$ cat src/rtl/core/vrst_pkg.sv
`timescale 1ns / 1ps

package vrst_pkg;

	// Field widths
	localparam int BIDX_W   = 9;
	localparam int BITS_W   = 8;
	localparam int ROW_W    = 16;
	localparam int COL_W    = 12;
	localparam int END_W    = 17;
	localparam int SEG_W    = 16;
	localparam int RB_W     = 10;
	localparam int LAG_W    = 6;
	localparam int POS_W    = 3;

	// Column store
	localparam int MAX_COLUMNS = 4096;
	localparam int ADDR_W      = $clog2(MAX_COLUMNS);

	// Configuration port
	localparam int CFG_IDX_W  = 2;
	localparam int CFG_DATA_W = 16;

	typedef enum logic [CFG_IDX_W-1:0] {
		REG_ROW_BYTES     = 2'd0,
		REG_SEGMENT_LIMIT = 2'd1,
		REG_END_LAG       = 2'd2
	} cfg_reg_t;

	localparam logic [RB_W-1:0]  ROW_BYTES_RST     = RB_W'(512);
	localparam logic [SEG_W-1:0] SEGMENT_LIMIT_RST = '1;
	localparam logic [LAG_W-1:0] END_LAG_RST       = '0;

	localparam logic [ROW_W-1:0] START_OFFSET = ROW_W'(16);

	localparam int FIFO_DEPTH = 4;
	localparam int FIFO_PTR_W = $clog2(FIFO_DEPTH);

	// One classified byte, queued between front and back
	typedef struct packed {
		logic [BIDX_W-1:0] bidx;
		logic [BITS_W-1:0] born;
		logic [BITS_W-1:0] died;
		logic [ROW_W-1:0]  start_row;
		logic [END_W-1:0]  end_row;
	} work_t;

	typedef struct packed {
		logic [ROW_W-1:0] start_row;
		logic [SEG_W-1:0] seg;
	} mem_entry_t;

	typedef enum logic [1:0] {
		ST_IDLE,
		ST_BIRTH,
		ST_DREAD,
		ST_DEMIT
	} back_state_t;

	// Position of the leftmost set bit, counted from the MSB
	function automatic logic [POS_W-1:0] first_set(input logic [BITS_W-1:0] mask);
		logic [POS_W-1:0] pos;
		pos = '0;
		for (int k = 0; k < BITS_W; k++) begin
			if (mask[k]) begin
				pos = POS_W'(BITS_W - 1 - k);
			end
		end
		return pos;
	endfunction

	function automatic logic [BITS_W-1:0] clear_pos(input logic [BITS_W-1:0] mask,
			input logic [POS_W-1:0] pos);
		logic [BITS_W-1:0] bit_sel;
		bit_sel = {1'b1, {(BITS_W-1){1'b0}}} >> pos;
		return mask & ~bit_sel;
	endfunction

endpackage

$ cat src/rtl/core/vrst_if.sv
`timescale 1ns / 1ps

interface vrst_in_if;
	logic                         valid;
	logic                         ready;
	logic [vrst_pkg::BIDX_W-1:0]  byte_index;
	logic [vrst_pkg::BITS_W-1:0]  above_bits;
	logic [vrst_pkg::BITS_W-1:0]  filtered_bits;
	logic [vrst_pkg::BITS_W-1:0]  next_bits;
	logic [vrst_pkg::ROW_W-1:0]   row;

	modport source (output valid, byte_index, above_bits, filtered_bits, next_bits, row,
		input ready);
	modport sink (input valid, byte_index, above_bits, filtered_bits, next_bits, row,
		output ready);
endinterface


$ cat src/rtl/core/vrst_front.sv
`timescale 1ns / 1ps

module vrst_front (
	vrst_in_if.sink                   items,
	input  logic [vrst_pkg::RB_W-1:0]  row_bytes,
	input  logic [vrst_pkg::LAG_W-1:0] end_lag,
	input  logic                       full,
	output logic                       push,
	output vrst_pkg::work_t            push_data
);
	import vrst_pkg::*;

	logic skip;
	logic [BITS_W-1:0] born;
	logic [BITS_W-1:0] died;

	// last byte of the row and anything past it do nothing
	assign skip = ({1'b0, items.byte_index} + RB_W'(1)) >= row_bytes;
	assign born = items.above_bits & ~items.filtered_bits;
	assign died = ~items.filtered_bits & items.next_bits;

	assign items.ready = !full;
	// bytes with no transition produce no result and are dropped here
	assign push = items.valid && !full && !skip && ((born | died) != '0);

	always_comb begin
		push_data.bidx      = items.byte_index;
		push_data.born      = born;
		push_data.died      = died;
		push_data.start_row = items.row - START_OFFSET;
		push_data.end_row   = {1'b0, items.row} - END_W'(1) - END_W'(end_lag);
	end

endmodule

$ cat src/flat_wrapper.sv
// flat-port wrapper written by rule: the top's interface ports become plain ports
module vrst_front_flat import vrst_pkg::*;
  (row_bytes, end_lag, full, push, push_data, items_valid, items_byte_index, items_above_bits, items_filtered_bits, items_next_bits, items_row, items_ready);
  vrst_in_if items_i ();
  input  logic [vrst_pkg::RB_W-1:0] row_bytes;
  input  logic [vrst_pkg::LAG_W-1:0] end_lag;
  input  logic full;
  output logic push;
  output vrst_pkg::work_t push_data;
  input wire logic [$bits(items_i.valid)-1:0] items_valid;
  input wire logic [$bits(items_i.byte_index)-1:0] items_byte_index;
  input wire logic [$bits(items_i.above_bits)-1:0] items_above_bits;
  input wire logic [$bits(items_i.filtered_bits)-1:0] items_filtered_bits;
  input wire logic [$bits(items_i.next_bits)-1:0] items_next_bits;
  input wire logic [$bits(items_i.row)-1:0] items_row;
  output wire logic [$bits(items_i.ready)-1:0] items_ready;
  assign items_i.valid = items_valid;
  assign items_i.byte_index = items_byte_index;
  assign items_i.above_bits = items_above_bits;
  assign items_i.filtered_bits = items_filtered_bits;
  assign items_i.next_bits = items_next_bits;
  assign items_i.row = items_row;
  assign items_ready = items_i.ready;
  vrst_front u_core (.items(items_i), .row_bytes(row_bytes), .end_lag(end_lag), .full(full), .push(push), .push_data(push_data));
endmodule
$ cat config.mk
export PLATFORM = sky130hd
export DESIGN_NAME = vrst_front_flat
export DESIGN_NICKNAME = d
export VERILOG_FILES = /design/src/rtl/core/vrst_pkg.sv /design/src/rtl/core/vrst_if.sv /design/src/rtl/core/vrst_front.sv /design/src/flat_wrapper.sv
export SDC_FILE = /design/constraint.sdc
export NUM_CORES = 1
export LEC_CHECK = 0
export BUFFER_PORTS_ARGS = -buffer_cell sky130_fd_sc_hd__buf_2
export CORE_UTILIZATION = 25
export DETAILED_ROUTE_END_ITERATION = 10
export GPL_TIMING_DRIVEN = 0
export SYNTH_ARGS = -nofsm -noshare
export SYNTH_HDL_FRONTEND = slang
export SYNTH_SLANG_ARGS = --single-unit
$ cat constraint.sdc
create_clock -name vclk -period 3.36
set_clock_uncertainty 0.2 [all_clocks]
set_input_delay 0.672 -clock vclk [all_inputs]
set_output_delay 0.672 -clock vclk [all_outputs]
set_load 0.02 [all_outputs]
==> run metrics <==
Synth top area share=18.1%; first-pass GRT wire length=5.22 mm; Final Hold Vio Count=0; P per Cell Area=155 mW/mm^2; Final Cell Area=0.00199 sq mm; Area contributors post-synth=ha_1, xnor2_1, nor2b_1, buf_4, inv_1; Area Growth Syn to Fin=59.3%; max cap viols=0; hold_buf cts=0; setup_tns=0 ps; GRT Total Usage=11.5%; Core Footprint=0.00475 sq mm; dpl ws=64.8 ps; WP data arrival=2340 ps; P_sw=177 uW; status=finished, final reports clean; CP required=2490 ps; met3 Usage GRT=0.552%; routed vias=1541; Seq/Total Area, Yosys=0%; IO buf count=124; final worst slack=144 ps; Worst setup EP type=primary output; HP Class=in2out; Fill cells=527; Detail Placement HPWL=3.20 mm; grt ovf=0; crit path kind=in2out; Top Usage Layer GRT=met2; most frequent cell after synthesis=xnor2_1; Synth Cell Area=0.00125 sq mm; Pre-Repair DR Iteration Count=4; vias per inst=4.21; full die area=0.00527 sq mm; layout cell share with drive strength beyond 1=51.8%; LEAKAGE=0.00110 uW; Post-Synthesis Cells=175; P_int=131 uW; Routed wire per std cell=9.50 um; initial antenna violation count=0; switching portion of total power=57.4%; number of remaining DRC errors=0; grt met1 use=15.3%; combinational fraction of design power=100.0%; final worst path period need=3220 ps; type of origin of the critical path=input port; hold path cells=3; final core utilization=41.8%; chip width=72.6 um; largest net degree at the start of global routing=7; area leader, netlist=ha_1; top cells by count, synth=xnor2_1, inv_1, ha_1; Final ANT Viol Nets=0; Iter 0 DRT Violations=41; Slew @ Worst Pin=439 ps; Slew Limit Headroom=70.6%; Clock power frac=0%; die span in y=72.6 um; CLK BUF=0; Initial Util=26.2%; Avg Synthesized Cell Area=7.12 sq um; f_max=311 MHz; Syn Nets=261; Max VDD drop=0.0000498 V; vias in the first global route=1287; met2 Resource Use GR=21.8%; io pins=127; Syn. warnings=0; # rows=25; final wirelength=3.48 mm; FFs & Latches=0; Placer Congestion=0.750; post-synthesis cell type count=33; FF/Latch Area=0 sq um; Pins Over Slew Limit=0; Final Cycle Share=95.7%; Placement Cell Area=0.00195 sq mm; Flop pwr share=0%; CP max FO=5; diode count=0; endpoints failing setup=0; fin nets=387; total design power=309 uW
-- placed cells by master, fill, tap and decap left out, drive strengths merged, types with 3 or more instances in the layout --
master  synthesis  layout
a21oi           6       6
buf            15     139
ha             18      18
inv            21      21
nand2          14      14
nand3          10      10
nor2           12      12
nor2b          17      17
nor3            3       3
nor3b           3       3
nor4            5       5
o21ai           3       3
xnor2          22      22
xor2            9       9
-- power groups by stage --
stage	registers (uW)	clock network [uW]	logic [uW]
floorplan	0	0	191
global placement	0	0	303
global route	0	0	339
CTS	0	0	307
finish	0	0	309
detailed placement	0	0	306
-- per-layer routing --
| metal | up-vias | routed length, um |
|---|---|---|
| met2 | 58 | 1680 |
| met3 | 0 | 199 |
| met1 | 664 | 1600 |
| met5 | - | 0 |
| li1 | 819 | - |
| met4 | 0 | 0 |
-- worst max-delay path, stage by stage --
cell and delay, ps:
buf_2 130, and3_4 200, and3_4 190, nand3_2 100, xnor2_2 150, ha_1 320
a21oi_2 140, nor2b_1 50, o21ai_1 110, o211a_1 150, buf_4 130
-- path summary, 6_finish.rpt --
kind | from | to | slack [ps]
worst max-delay path | items_byte_index[2] | push | 140
worst min-delay path | full | items_ready | 1420
-- cells by family after synthesis --
| group | Yosys count | share of synthesized area (%) |
|---|---|---|
| buf+inv | 37 | 16.1 |
| xor+xnor | 31 | 21.8 |
| simple gates | 68 | 31.4 |
| compound gates | 20 | 11.0 |
| fa+ha+maj | 19 | 19.7 |
-- cell type report --
type / count / area [sq um] / area share (%)
multi-input combinational: 138 / 1080 / 54.3
inverter: 21 / 78.8 / 3.97
buffer: 16 / 121 / 6.11
tap: 67 / 83.8 / 4.22
timing repair buffer: 124 / 623 / 31.4
-- what timing repair did --
| item | 4_1_cts | 5_1_grt |
|---|---|---|
| setup endpoints to repair | 0 | 4 |
| buffers inserted | 0 | 0 |
| resized for setup | 0 | 9 |
-- per-stage QoR --
step | instances | hold slack, ps
final | 366 | 1420
after global routing | 366 | 1430
after CTS | 366 | 1420
after detailed placement | 366 | 1420
after global placement | 366 | 1420
after floorplan | 175 | 1220
Power figures use the tool's default switching activity.
