--- config.mk ---
export PLATFORM = sky130hd
export DESIGN_NAME = vrst_fifo
export DESIGN_NICKNAME = d
export VERILOG_FILES = /design/src/rtl/core/vrst_pkg.sv /design/src/rtl/core/vrst_fifo.sv
export SDC_FILE = /design/constraint.sdc
export NUM_CORES = 1
export LEC_CHECK = 0
export BUFFER_PORTS_ARGS = -buffer_cell sky130_fd_sc_hd__buf_2
export CELL_PAD_IN_SITES_DETAIL_PLACEMENT = 0
export CELL_PAD_IN_SITES_GLOBAL_PLACEMENT = 1
export CORE_MARGIN = 2
export CORE_UTILIZATION = 30
export DETAILED_ROUTE_END_ITERATION = 16
export GPL_TIMING_DRIVEN = 0
export PLACE_DENSITY_LB_ADDON = 0.25
export SLEW_MARGIN = 40
export SYNTH_ARGS = -nofsm -noshare
export SYNTH_HDL_FRONTEND = slang
export SYNTH_SLANG_ARGS = --single-unit
--- constraint.sdc ---
create_clock -name clk -period 4 [get_ports clk]
set_input_delay 0.8 -clock clk [delete_from_list [all_inputs] [get_ports clk]]
set_output_delay 0.8 -clock clk [all_outputs]
set_load 0.03 [all_outputs]
--- src/rtl/core/vrst_pkg.sv ---
`timescale 1ns / 1ps

package vrst_pkg;

	// Field widths
	localparam int BIDX_W   = 9;
	localparam int BITS_W   = 8;
	localparam int ROW_W    = 16;
	localparam int COL_W    = 12;
	localparam int END_W    = 17;
	localparam int SEG_W    = 16;
	localparam int RB_W     = 10;
	localparam int LAG_W    = 6;
	localparam int POS_W    = 3;

	// Column store
	localparam int MAX_COLUMNS = 4096;
	localparam int ADDR_W      = $clog2(MAX_COLUMNS);

	// Configuration port
	localparam int CFG_IDX_W  = 2;
	localparam int CFG_DATA_W = 16;

	typedef enum logic [CFG_IDX_W-1:0] {
		REG_ROW_BYTES     = 2'd0,
		REG_SEGMENT_LIMIT = 2'd1,
		REG_END_LAG       = 2'd2
	} cfg_reg_t;

	localparam logic [RB_W-1:0]  ROW_BYTES_RST     = RB_W'(512);
	localparam logic [SEG_W-1:0] SEGMENT_LIMIT_RST = '1;
	localparam logic [LAG_W-1:0] END_LAG_RST       = '0;

	localparam logic [ROW_W-1:0] START_OFFSET = ROW_W'(16);

	localparam int FIFO_DEPTH = 4;
	localparam int FIFO_PTR_W = $clog2(FIFO_DEPTH);

	// One classified byte, queued between front and back
	typedef struct packed {
		logic [BIDX_W-1:0] bidx;
		logic [BITS_W-1:0] born;
		logic [BITS_W-1:0] died;
		logic [ROW_W-1:0]  start_row;
		logic [END_W-1:0]  end_row;
	} work_t;

	typedef struct packed {
		logic [ROW_W-1:0] start_row;
		logic [SEG_W-1:0] seg;
	} mem_entry_t;

	typedef enum logic [1:0] {
		ST_IDLE,
		ST_BIRTH,
		ST_DREAD,
		ST_DEMIT
	} back_state_t;

	// Position of the leftmost set bit, counted from the MSB
	function automatic logic [POS_W-1:0] first_set(input logic [BITS_W-1:0] mask);
		logic [POS_W-1:0] pos;
		pos = '0;
		for (int k = 0; k < BITS_W; k++) begin
			if (mask[k]) begin
				pos = POS_W'(BITS_W - 1 - k);
			end
		end
		return pos;
	endfunction

	function automatic logic [BITS_W-1:0] clear_pos(input logic [BITS_W-1:0] mask,
			input logic [POS_W-1:0] pos);
		logic [BITS_W-1:0] bit_sel;
		bit_sel = {1'b1, {(BITS_W-1){1'b0}}} >> pos;
		return mask & ~bit_sel;
	endfunction

endpackage

--- src/rtl/core/vrst_fifo.sv ---
`timescale 1ns / 1ps

module vrst_fifo (
	input  logic            clk,
	input  logic            arst_n,
	input  logic            push,
	input  vrst_pkg::work_t push_data,
	output logic            full,
	input  logic            pop,
	output vrst_pkg::work_t pop_data,
	output logic            empty
);
	import vrst_pkg::*;

	work_t                 entries_q [FIFO_DEPTH];
	logic [FIFO_PTR_W-1:0] wptr_q;
	logic [FIFO_PTR_W-1:0] rptr_q;
	logic [FIFO_PTR_W:0]   count_q;

	assign full     = (count_q == (FIFO_PTR_W+1)'(FIFO_DEPTH));
	assign empty    = (count_q == '0);
	assign pop_data = entries_q[rptr_q];

	always_ff @(posedge clk) begin
		if (push) begin
			entries_q[wptr_q] <= push_data;
		end
	end

	always_ff @(posedge clk or negedge arst_n) begin
		if (!arst_n) begin
			wptr_q  <= '0;
			rptr_q  <= '0;
			count_q <= '0;
		end else begin
			if (push) begin
				wptr_q <= wptr_q + 1'b1;
			end
			if (pop) begin
				rptr_q <= rptr_q + 1'b1;
			end
			if (push && !pop) begin
				count_q <= count_q + 1'b1;
			end else if (pop && !push) begin
				count_q <= count_q - 1'b1;
			end
		end
	end

endmodule

==> results of run 1 <==
==> sequential cells by signal (all words and copies together) (netlist names) <==
signal and flops:
entries_q 232, count_q 3, rptr_q 2, wptr_q 2
==> final cells by class <==
cell class / instances / area, um^2 / share of cell area [%]
flip-flops and latches: 239 / 7142 / 65.54
multi-input cells: 81 / 1516 / 13.92
repair buffers: 126 / 705.7 / 6.476
clock buffers: 33 / 698.2 / 6.407
well taps: 384 / 480.5 / 4.409
plain buffers: 14 / 171.4 / 1.573
clock inverters: 15 / 167.7 / 1.539
inverters: 4 / 15.01 / 0.1378
==> routing by layer <==
metal / global-route usage, % / share of wire, % / vias to the layer above / routed length [um]
met1: 14.22 / 43 / 2096 / 7291
li1: - / - / 1754 / -
met3: 2.792 / 5.9 / 38 / 989
met5: 0 / 0.095 / - / 16
met4: 3.306 / 2.3 / 2 / 388
met2: 18.60 / 49 / 98 / 8201
==> path summary, 6_finish.rpt <==
path / slack [ns] / endpoint
worst max-delay path: 1.21 / pop_data[29]
worst min-delay path: 0.11 / count_q[0]
worst max register to register: 2.21 / entries_q[1][34]
worst min register to register: 0.54 / count_q[2]
max in group asynchronous: 3.74 / rptr_q[0]
min in group clk: 0.49 / entries_q[2][41]
==> synthesized netlist by cell type <==
library cell,number
nor2_1,1
nand2_1,2
fa_1,1
nor3_1,1
edfxtp_1,232
ha_1,5
dfrtp_1,7
nor3b_1,1
o21ai_0,1
buf_4,2
xor2_1,4
inv_1,4
buf_12,6
xnor2_1,2
mux4_2,58
and2_1,4
buf_2,5
mux2_2,1
buf_6,1
==> kinds of logic after synthesis <==
group                      count (synthesis)  synth area share [%]
DFF                                      239                 80.84
muxes                                     59                 14.91
buffers and inverters                     18                 2.110
and+or+nand+nor                            9                0.5523
xor gates and xnor gates                   6                0.5948
adders and majority gates                  6                0.9347
AOI/OAI and AO/OA                          1               0.05659
==> per-stage QoR <==
stage	total power, uW	cell area, um^2
after floorplan	5618	8835
after global placement	6482	9921
after detailed placement	6547	10030
after CTS	8966	10900
after global routing	9226	10900
final	8778	10900
==> cells in the final DEF, fill, tap and decap left out, drive strengths merged, types with 5 or more instances in the layout <==
master / Yosys / final
mux4: 58 / 58
clkinv: 0 / 11
dfrtp: 7 / 7
clkbuf: 0 / 33
ha: 5 / 5
buf: 14 / 140
edfxtp: 232 / 232
==> power by group through the flow <==
stage          registers [uW]  logic, uW  clock network [uW]
4_1_cts                  3390       3110                2460
5_1_grt                  3420       3250                2560
3_5_place_dp             3440       3110                   0
2_1_floorplan            3430       2190                   0
6_report                 3380       3020                2380
3_3_place_gp             3470       3010                   0
==> reports/metrics.csv, run 1 <==
stage,metric,value,unit
floorplan,die-area,0.03084,mm^2
pwr,intPower,5915,uW
timing,fmax,0.3585,GHz
floorplan,row_count,62,
synthesis,synthDistinctLibCells,19,
pwr,p_clk_share,27.1,%
timing,setup_ws,1.211,ns
floorplan,die_x,175.6,um
critical_path,critPathKind,flop to output port,
cells_and_area,nets,560,
placed_design,hpwlAfterDp,10210,um
critical_path,cp_slowest_stage_delay,0.33,ns
pwr,switching_share,32.62,%
synthesis,ys_ff_latch,239,
placed_design,portBuffers,121,
grt,track_usage,11.07,%
clock_tree,cts_root_buf,clkbuf_16,
pwr,power_switching,2863,uW
clock_tree,clkLatencyLatePin,0.52,ns
pwr,seqPwrFrac,38.5,%
timing,hold_violations,0,
critical_path,r2r_start,wptr_q[1],
drt,wirelength,16890,um
clock_tree,cts_resized,0,
placed_design,place_inst,848,
cells_and_area,fin_cells,896,
critical_path,worstPathMaxFanout,10,
synthesis,synthCells,338,
synthesis,synth_nets,406,
grt,grt_max_degree,33,
run,maxCapViolations,0,
drt,vias_per_cell,4.451,
synthesis,post_synth.cell_area_avg,26.14,um^2
placed_design,place.gp.congestion,0.6595,
timing,period_share,69.74,%
timing,worst_hold_slack,0.1064,ns
clock_tree,clock-sinks,239,
timing,finalCriticalPeriod,2.789,ns
clock_tree,clkTransAtPathRegs,0.06,ns
grt,grt_overflow,0,
drt,drt-initial-drc-count,237,
clock_tree,ctsHtreeMaxLevel,1,
critical_path,crit_chain,buf_2 > buf_4 > buf_4 > mux4_2 > buf_2,
pwr,p_per_area,805.6,mW/mm^2
critical_path,reg2reg_depth,4,
grt,grt_pass1_vias,4424,
grt,grt_pass1_wl,25820,um
pwr,p_leak,0.003737,uW
cells_and_area,syn2layout_area_growth,23.34,%
synthesis,yosysWarnings,0,
timing,drv_slew,0,
floorplan,start_util,30.61,%
clock_tree,cts_buffers,26,
outcome,status,finished clean,
timing,worstMarginPinSlew,0.5297,ns
drt,wl_per_cell,18.85,um
synthesis,yosysTopAreaCellShare,78.86,%
clock_tree,cts_tree,yes,
synthesis,yosys-top-cells-area,"edfxtp_1 79%, mux4_2 15%, dfrtp_1 2.0%",
grt,antenna_found_initial,1,
cells_and_area,diodes,0,
clock_tree,cts_buffer_depth,3,
cells_and_area,final_util,37.76,%
clock_tree,post_cts_buffers,0,
synthesis,synth_area,0.008835,mm^2
synthesis,ys_seq_area_share,80.84,%
cells_and_area,layout-drive-gt1-share,46.68,%
critical_path,crit_arrival,1.99,ns
drt,drtAntennaViolNets,0,
timing,grt_setup_unrepaired,false,
synthesis,synth_top_area_cell,edfxtp_1,
drt,drc,0,
placed_design,pre_cts_ws,1.692,ns
critical_path,crit_buf_inv,4,
critical_path,critPathCaptureType,output port,
clock_tree,cts_hold_buffers,0,
timing,fin_tns_setup,0,ns
critical_path,crit_family,buffers and inverters,
timing,setup_viol,0,
pwr,p_comb_share,34.4,%
critical_path,required,3.20,ns
timing,worst_slew_margin_rel,64.69,%
floorplan,core,0.02886,mm^2
critical_path,critPathLaunch,rptr_q[1],
critical_path,crit_cells,5,
drt,vias,3988,
floorplan,die_y,175.6,um
cells_and_area,nFillCells,2683,
timing,skew,0.007543,ns
hold_path,hp-class,input pin to async pin,
drt,drt_first_pass_iters,4,
critical_path,crit_slowest_cell,mux4_2,
pwr,ir_drop,0.0004046,V
floorplan,io_pins,122,
critical_path,cp-start-kind,flop,
Note: power is estimated with default switching activity, not from simulation.
==> run 2: changes to the inputs <==
- clock period: 4 -> 2.5 ns (I/O delays scaled with it)
==> reports/metrics.csv, run 2 (synthesis results as in run 1) <==
stage,metric,value,unit,change
clock_tree,cts_buffers,26,,unchanged
grt,antenna_found_initial,1,,unchanged
cells_and_area,final_common_cell,edfxtp_1,,
clock_tree,post_cts_buffers,0,,unchanged
floorplan,io_pins,122,,unchanged
critical_path,cp-start-kind,flop,,
timing,period_share,97.49,%,
cells_and_area,nets,561,,+0.18%
floorplan,start_util,30.61,%,unchanged
cells_and_area,seq_area,0.007142,mm^2,unchanged
grt,grt_overflow,0,,unchanged
pwr,p_clk_share,27.0,%,about the same
pwr,switching_share,32.56,%,-0.059 points
drt,wirelength,16910,um,+0.11%
critical_path,required,2.00,ns,-1.20 ns
cells_and_area,final_cell_mix,"232 x edfxtp_1, 123 x buf_2, 58 x mux4_2",,
cells_and_area,largest_reg_flops,232,,unchanged
timing,worstMarginPinSlew,0.5303,ns,+0.0006067 ns
pwr,seqPwrFrac,38.4,%,about the same
cells_and_area,multiInputGateArea,0.001516,mm^2,unchanged
grt,grt_pass1_wl,25850,um,+0.14%
cells_and_area,fin_area,0.01093,mm^2,+0.34%
drt,drc,0,,unchanged
pwr,p_per_area,1291,mW/mm^2,+60%
pwr,ir_drop,0.0006520,V,+61%
cells_and_area,largestRegisters,"entries_q: 232 flops, count_q: 3 flops",,
pwr,intPower,9518,uW,+61%
grt,track_usage,11.08,%,+0.014 points
floorplan,die-area,0.03084,mm^2,unchanged
hold_path,hp-class,input pin to flop,,
cells_and_area,syn2layout_area_growth,23.76,%,
floorplan,die_x,175.6,um,unchanged
placed_design,portBuffers,121,,unchanged
clock_tree,clkTransAtPathRegs,0.06,ns,about the same
placed_design,place.gp.congestion,0.6595,,unchanged
clock_tree,clkLatencyLatePin,0.52,ns,about the same
timing,setup_viol,0,,unchanged
clock_tree,cts_tree,yes,,
cells_and_area,nFillCells,2681,,-0.075%
drt,drt_first_pass_iters,4,,unchanged
pwr,power_switching,4595,uW,+60%
critical_path,critPathCaptureType,output port,,
placed_design,dpl-instance-area,0.01003,mm^2,unchanged
drt,vias_per_cell,4.449,,about the same
pwr,p_leak,0.003751,uW,+0.37%
timing,finalCriticalPeriod,2.437,ns,
clock_tree,clock-sinks,239,,unchanged
timing,worst_slew_margin_rel,64.65,%,about the same
floorplan,die_y,175.6,um,unchanged
clock_tree,ctsHtreeMaxLevel,1,,unchanged
pwr,total_power,14110,uW,+61%
drt,drt-initial-drc-count,204,,-14%
clock_tree,cts_root_buf,clkbuf_16,,
cells_and_area,regMostFlops,entries_q,,
timing,drv_slew,0,,unchanged
critical_path,worstPathMaxFanout,10,,unchanged
critical_path,crit_arrival,1.94,ns,-0.05 ns
timing,hold_violations,0,,unchanged
floorplan,row_count,62,,unchanged
timing,skew,0.007330,ns,-0.0002132 ns
placed_design,hpwlAfterDp,10210,um,unchanged
grt,grt_max_degree,33,,unchanged
timing,fmax,0.4103,GHz,
drt,vias,3991,,+0.075%
clock_tree,cts_buffer_depth,3,,unchanged
critical_path,critPathKind,flop to output port,,
grt,grt_pass1_vias,4426,,+0.045%
drt,drtAntennaViolNets,0,,unchanged
outcome,status,finished clean,,
timing,grt_setup_unrepaired,true,,
cells_and_area,layout-drive-gt1-share,46.59,%,-0.091 points
cells_and_area,diodes,0,,unchanged
run,maxCapViolations,0,,unchanged
drt,wl_per_cell,18.85,um,about the same
pwr,p_comb_share,34.6,%,+0.2 points
floorplan,core,0.02886,mm^2,unchanged
==> run 2: through the flow <==
step | TNS [ns] | setup WS, ns | cells | util, % | hold slack (ns)
global placement | -304.28 | -1.328 | 843 | 34.38 | 0.3378
global route | -0.1516 | -0.03352 | 897 | 37.89 | 0.1727
detailed placement | 0 | 0.4915 | 848 | 34.76 | 0.3445
finish | 0 | 0.06271 | 897 | 37.89 | 0.1941
floorplan | 0 | 0.09168 | 338 | - | 0.2044
CTS | 0 | 0.006110 | 897 | 37.85 | 0.1667
==> run 2: area by class of cell <==
| type | count | area share, % |
|---|---|---|
| well taps | 384 | 4.394 |
| inverters | 4 | 0.1373 |
| plain buffers | 14 | 1.716 |
| flip-flops and latches | 239 | 65.32 |
| multi-input cells | 81 | 13.87 |
| repair buffers | 127 | 6.648 |
| clock inverters | 15 | 1.533 |
| clock buffers | 33 | 6.385 |
==> run 2: final timing paths <==
path	slack (ns)	from	endpoint	cells after the start
worst min register to register	0.54	count_q[2]	count_q[2]	1
worst max-delay path	0.06	rptr_q[0]	pop_data[52]	4
worst max register to register	0.70	wptr_q[1]	entries_q[1][42]	4
min in group asynchronous	0.36	arst_n	count_q[0]	2
worst min-delay path	0.19	push_data[41]	entries_q[2][41]	1
max in group asynchronous	1.98	arst_n	rptr_q[0]	2
==> run 2: power groups by stage <==
| stage | registers, uW | clock network (uW) | logic (uW) |
|---|---|---|---|
| floorplan | 5480 | 0 | 3510 |
| global placement | 5550 | 0 | 4820 |
| detailed placement | 5510 | 0 | 4970 |
| CTS | 5430 | 3940 | 5010 |
| global route | 5480 | 4090 | 5250 |
| finish | 5410 | 3810 | 4890 |
==> run 2: what timing repair did <==
item	in CTS	in global routing
hold buffers	1	0
hold endpoints to repair	7	0
setup endpoints to repair	14	18
resized for setup	4	7
pin swaps	0	0
==> run 2: critical path: stages, from the launching register on <==
cell	delay, ns
dfrtp_1	0.37
buf_12	0.16
buf_12	0.16
mux4_2	0.53
buf_2	0.20
==> run 2: routing by layer <==
layer / vias up / track usage [%] / wire length [um]
li1: 1756 / - / -
met1: 2092 / 14.22 / 7256
met2: 103 / 18.67 / 8221
met3: 38 / 2.771 / 1019
met4: 2 / 3.306 / 391
met5: - / 0 / 16
